<file path="src/rtl/tql_pkg.sv">
// ----------------------------------------------------------------------------
// tql_pkg
// Shared widths, register indexes, reset values and the command and status
// bundles between the controller and the datapath of the Q-learning engine.
// ----------------------------------------------------------------------------
`default_nettype none

package tql_pkg;

    localparam int VAL_W      = 16;
    localparam int STATE_W    = 7;
    localparam int MOVE_W     = 3;
    localparam int CFG_IDX_W  = 2;
    localparam int IN_DATA_W  = 56;
    localparam int OUT_DATA_W = 24;

    localparam logic [CFG_IDX_W-1:0] CFG_LEARN_RATE = 2'd0;
    localparam logic [CFG_IDX_W-1:0] CFG_DISCOUNT   = 2'd1;
    localparam logic [CFG_IDX_W-1:0] CFG_EXPLORE    = 2'd2;

    localparam logic [VAL_W-1:0] LEARN_RATE_RST = 16'd6554;
    localparam logic [VAL_W-1:0] DISCOUNT_RST   = 16'd58982;
    localparam logic [VAL_W-1:0] EXPLORE_RST    = 16'd6554;

    typedef struct packed {
        logic load;
        logic clr_wr;
        logic scan_rd;
        logic q_rd;
        logic gmul;
        logic td;
        logic amul;
        logic upd;
        logic out_load;
    } tql_cmd_t;

    typedef struct packed {
        logic clr_last;
        logic scan_last;
        logic is_learn;
        logic out_free;
    } tql_sts_t;

endpackage

`default_nettype wire

</file>
<file path="src/rtl/tql_controller.sv">
// ----------------------------------------------------------------------------
// tql_controller
// Sequencer for the Q-learning engine: table clear after reset, row scan,
// target read, update arithmetic and result hand-off.
// ----------------------------------------------------------------------------
`default_nettype none

module tql_controller
(
    input  logic               clk,
    input  logic               rst_n,
    input  logic               s_tvalid,
    output logic               s_tready,
    output tql_pkg::tql_cmd_t  cmd,
    input  tql_pkg::tql_sts_t  sts
);

    import tql_pkg::*;

    typedef enum logic [8:0] {
        ST_CLEAR = 9'b000000001,
        ST_IDLE  = 9'b000000010,
        ST_SCAN  = 9'b000000100,
        ST_QRD   = 9'b000001000,
        ST_GMUL  = 9'b000010000,
        ST_TD    = 9'b000100000,
        ST_AMUL  = 9'b001000000,
        ST_UPD   = 9'b010000000,
        ST_DONE  = 9'b100000000
    } tql_state_t;

    tql_state_t state_reg;
    tql_state_t state_next;

    always_ff @(posedge clk or negedge rst_n)
    begin
        if (!rst_n)
        begin
            state_reg <= ST_CLEAR;
        end
        else
        begin
            state_reg <= state_next;
        end
    end

    always_comb
    begin
        state_next = state_reg;
        cmd        = '0;
        case (state_reg)
            ST_CLEAR:
            begin
                cmd.clr_wr = 1'b1;
                if (sts.clr_last)
                begin
                    state_next = ST_IDLE;
                end
            end
            ST_IDLE:
            begin
                if (s_tvalid)
                begin
                    cmd.load   = 1'b1;
                    state_next = ST_SCAN;
                end
            end
            ST_SCAN:
            begin
                cmd.scan_rd = 1'b1;
                if (sts.scan_last)
                begin
                    state_next = ST_QRD;
                end
            end
            ST_QRD:
            begin
                cmd.q_rd   = 1'b1;
                state_next = sts.is_learn ? ST_GMUL : ST_DONE;
            end
            ST_GMUL:
            begin
                cmd.gmul   = 1'b1;
                state_next = ST_TD;
            end
            ST_TD:
            begin
                cmd.td     = 1'b1;
                state_next = ST_AMUL;
            end
            ST_AMUL:
            begin
                cmd.amul   = 1'b1;
                state_next = ST_UPD;
            end
            ST_UPD:
            begin
                cmd.upd    = 1'b1;
                state_next = ST_DONE;
            end
            ST_DONE:
            begin
                if (sts.out_free)
                begin
                    cmd.out_load = 1'b1;
                    state_next   = ST_IDLE;
                end
            end
            default:
            begin
                state_next = ST_CLEAR;
            end
        endcase
    end

    assign s_tready = (state_reg == ST_IDLE);

endmodule

`default_nettype wire

</file>
<file path="config.mk">
export PLATFORM = sky130hd
export DESIGN_NAME = tql_controller
export DESIGN_NICKNAME = d
export VERILOG_FILES = /design/src/rtl/tql_pkg.sv /design/src/rtl/tql_controller.sv
export SDC_FILE = /design/constraint.sdc
export NUM_CORES = 1
export LEC_CHECK = 0
export ABC_AREA = 1
export BUFFER_PORTS_ARGS = -buffer_cell sky130_fd_sc_hd__buf_2
export CAP_MARGIN = 10
export CORE_MARGIN = 2
export CORE_UTILIZATION = 46
export CTS_BUF_LIST = sky130_fd_sc_hd__clkbuf_8 sky130_fd_sc_hd__clkbuf_16
export DETAILED_ROUTE_END_ITERATION = 8
export PLACE_DENSITY_LB_ADDON = 0.08
export RECOVER_POWER = 25
export SETUP_SLACK_MARGIN = 0.2
export SYNTH_ARGS = -nofsm -noshare
export SYNTH_HDL_FRONTEND = slang
export SYNTH_SLANG_ARGS = --single-unit
</file>
<file path="constraint.sdc">
create_clock -name clk -period 3.1 [get_ports clk]
set_input_delay 0.155 -clock clk [delete_from_list [all_inputs] [get_ports clk]]
set_output_delay 0.155 -clock clk [all_outputs]
set_load 0.02 [all_outputs]
</file>
# Word level (Yosys, flattened, before mapping)
# Index checks and enable logic that the tools add are counted.
[totals]
ram_bits = 0
rom_bits = 0
elab_cells = 32
out_inout_bits = 10
register_bits = 9
in_bits = 7
mem_count = 0
latchBits = 0
[op_classes]
div = 0
n_lt_le_gt_ge = 0
mul = 0
n_addsub = 0
n_shift = 0
reduce_logical = 1
bitwise = 0
n_eq_ne = 13
muxes = 17
[ops]
columns = ["op", "count"]
rows = [
  ["$pmux 9 s9", 1],
  ["$mux 9", 5],
  ["$mux 1", 11],
  ["$eq 9x1->1 const B", 1],
  ["$eq 9x2->1 const B", 1],
  ["$eq 9x3->1 const B", 1],
  ["$eq 9x4->1 const B", 1],
  ["$eq 9x5->1 const B", 1],
  ["$eq 9x6->1 const B", 1],
  ["$eq 9x7->1 const B", 1],
  ["$eq 9x8->1 const B", 1],
  ["$eq 9x9->1 const B", 1],
  ["$ne 2x2->1 const B", 4],
  ["$reduce_and 4->1", 1],
]

# Logic depth before layout (Yosys ltp)
[depth]
word_depth = 3
ltp_mapped = 8
ltp_nobuf = 8

# Worst setup path before layout
# OpenSTA, ideal clock, no wires.
[synth_timing]
path_kind = "register -> output"
from = "reg state_reg[5]"
to = "out cmd[8] in the netlist's numbering"
path_buffers = 0
arrival_ns = 1.129
path_slack_ns = 1.816
t_required_ns = 2.945
stages_incl_launch_ff = 6
path_cell_list = "dfrtp_1 nor2_2 nand2_4 nor2_8 nand2_1 nor2_1"
[synth_lines]
columns = ["element", "line", "text"]
rows = [
  ["start: declaration", "tql_controller.sv:32", "tql_state_t state_reg;"],
  ["start signal: assignment", "tql_controller.sv:43", "state_reg <= state_next;"],
  ["end: declaration", "tql_controller.sv:14", "output tql_pkg::tql_cmd_t cmd,"],
]

==> impl_metrics.json <==
{
  "run_status": "completed",
  "first_pass_iters": 4,
  "first_global_vias": 449,
  "die_width_um": 40.3,
  "crit_slowest_cell": "dfrtp_1",
  "cpPeakStageDelay_ns": 0.39,
  "startpoint_type": "flop",
  "grt_max_degree": 10,
  "clock_path_buffers": 2,
  "place_inst": 120,
  "yosys_warnings": 0,
  "avgSynthCellArea_sq_um": 6.82,
  "skew_ns": 0.000692,
  "final_layout_size_suffix_gt1_share_pct": 30.9,
  "ys_ff_latch": 9,
  "ios": 17,
  "postLayoutCoreUtil_pct": 59.9,
  "worstPathRequired_ns": 2.94,
  "drt_iter0_markers": 12,
  "antenna_found_initial": 0,
  "final_area_sq_um": 759,
  "post_cts_resize_count": 0,
  "regToRegSetupSlack_ns": 1.82,
  "antennaDiodeCount": 0,
  "clock_latency_ns": 0.23,
  "start_util_pct": 47.8,
  "cts-root-buf": "clkbuf_8",
  "peakVddDrop_uv": 344,
  "layout_common_cells": "nand2_1, inv_1, nor2_1",
  "hold_viol_final": 0,
  "period_minus_slack_ns": 1.53,
  "min_from": "sts[1]",
  "worst_pin_slew_ns": 0.510,
  "finalMaxSlewViolations": 0,
  "fill_cells": 127,
  "holdPathStages": 3,
  "nets": 118,
  "grt_pass1_wl_mm": 1.77,
  "placed_area_sq_um": 706,
  "cts_made_buffers": 3,
  "synth_top_family_by_area": "simple AND/OR/NAND/NOR gates",
  "synthXorXnorAreaFrac_pct": 0,
  "drt_wl_total_mm": 1.17,
  "r2r-start": "state_reg[3]",
  "numPortBuffers": 16,
  "hp-class": "in2reg",
  "netlist.area_leader.share_pct": 33.0,
  "p_leak_nw": 0.476,
  "yosys.area_share.simple_pct": 47.2,
  "wire_per_inst_um": 9.32,
  "rows": 13,
  "crit_buf_inv": 1,
  "dieArea_sq_um": 1630,
  "synth.distinct_cells": 16,
  "max_cap_viol_count": 0,
  "synthMuxAreaShare_pct": 0,
  "postRouteAntennaNets": 0,
  "via_per_inst": 4.56,
  "powerDensity_nw_per_um2": 641,
  "end_kind": "output port",
  "ys_seq_area_share_pct": 37.3,
  "num_vias": 570,
  "syn_to_final_growth_pct": 25.2,
  "final_common_cell": "nand2_1",
  "route.detailed.drc": 0,
  "fin_cells": 125,
  "clock-sinks": 9,
  "core-area_sq_um": 1270,
  "clk_pin_slew_ns": 0.05,
  "syn-cell-area_sq_um": 607,
  "setup_tns_ns": 0,
  "path_cells": "nor2_2, nand2_4, nor2_8, nand2_1, nor2_1, buf_2",
  "relSlewSlack_pct": 66.0,
  "postSynthCellCount": 89,
  "synth-adder-area-share_pct": 0,
  "fmax_ghz": 0.655,
  "synth_compound_area_share_pct": 2.47,
  "r2r_cells": 8,
  "largest_reg_flops": 9,
  "track_usage_pct": 16.8,
  "gp_congestion": 0.787,
  "post_cts_buffers": 0,
  "synth_top_cells_by_area": "dfrtp_1, nand2_1, inv_1",
  "hold_buffers": 1,
  "critical-path-top-delay-family": "simple AND/OR/NAND/NOR gates",
  "rsz0062_at_grt": "false",
  "synth_nets": 96,
  "overflow": 0,
  "h-tree-depth": 1,
  "fin_crit_sh_pct": 49.2,
  "worstPathArrival_ns": 1.37,
  "rr_endpoint": "state_reg[1]",
  "cts_tree": "yes",
  "whs_endpoint": "state_reg[4]",
  "total_power_mw": 0.487,
  "synth_top_area_cell": "dfrtp_1",
  "dieHeight_um": 40.3,
  "critical_path_class": "reg2out",
  "setup_viol": 0,
  "dp_hpwl_um": 997,
  "critPathMaxFanout": 7
}
-- metrics by stage --
step / setup slack [ns] / hold slack [ns]
2_1_floorplan: 1.82 / -0.141
3_3_place_gp: 1.81 / 0.0170
3_5_place_dp: 1.81 / 0.0194
4_1_cts: 1.56 / 0.168
5_1_grt: 1.41 / 0.183
6_report: 1.57 / 0.166
-- worst register-to-register path: cells and delay by family, from the launching register on --
| family | cells | cell delay, ns |
|---|---|---|
| flip-flops | 1 | 0.38 |
| AND/OR/NAND/NOR | 8 | 0.79 |
-- per-layer routing --
layer	GRT usage [%]	wire length (um)	up-vias
li1	-	-	305
met1	21.9	527	247
met2	27.8	558	16
met3	3.33	71	2
met4	5.00	6	0
met5	0	0	-
-- cells by family after synthesis --
kind of cell	count (synthesis)
buffers and inverters	21
AND/OR/NAND/NOR	56
flip-flops	9
AO/OA/AOI/OAI	3
-- layout make-up --
cell class	count	area (sq um)	share of cell area (%)
Inverter	21	78.8	10.4
Multi-Input combinational cell	59	302	39.7
Timing Repair Buffer	17	88.8	11.7
Tap cell	15	18.8	2.47
Sequential cell	9	226	29.8
Clock inverter	1	3.75	0.494
Clock buffer	3	41.3	5.44
-- how the worst max path moves through the flow --
stage	startpoint	end	slack (ns)	cells after the start
finish	state_reg[5]	cmd[8]	1.57	6
floorplan	state_reg[5]	cmd[8]	1.82	5
detailed placement	state_reg[5]	cmd[8]	1.81	6
CTS	state_reg[5]	cmd[8]	1.56	6
global route	state_reg[3]	cmd[0]	1.41	6
global placement	state_reg[5]	cmd[8]	1.81	6
-- where the power goes --
group / internal (mW) / switching (mW) / leakage, nW
combinational: 0.0662 / 0.129 / 0.328
clock: 0.0862 / 0.0459 / 0.0269
sequential: 0.140 / 0.0193 / 0.121
total: 0.293 / 0.194 / 0.476
-- cells in the mapped netlist, drive strengths merged --
library cell / n
nor3: 3
dfrtp: 8
dfstp: 1
nand3: 7
inv: 21
o21ai: 1
nor2: 24
nand2: 22
a21oi: 2
(Power assumes the default switching activity.)
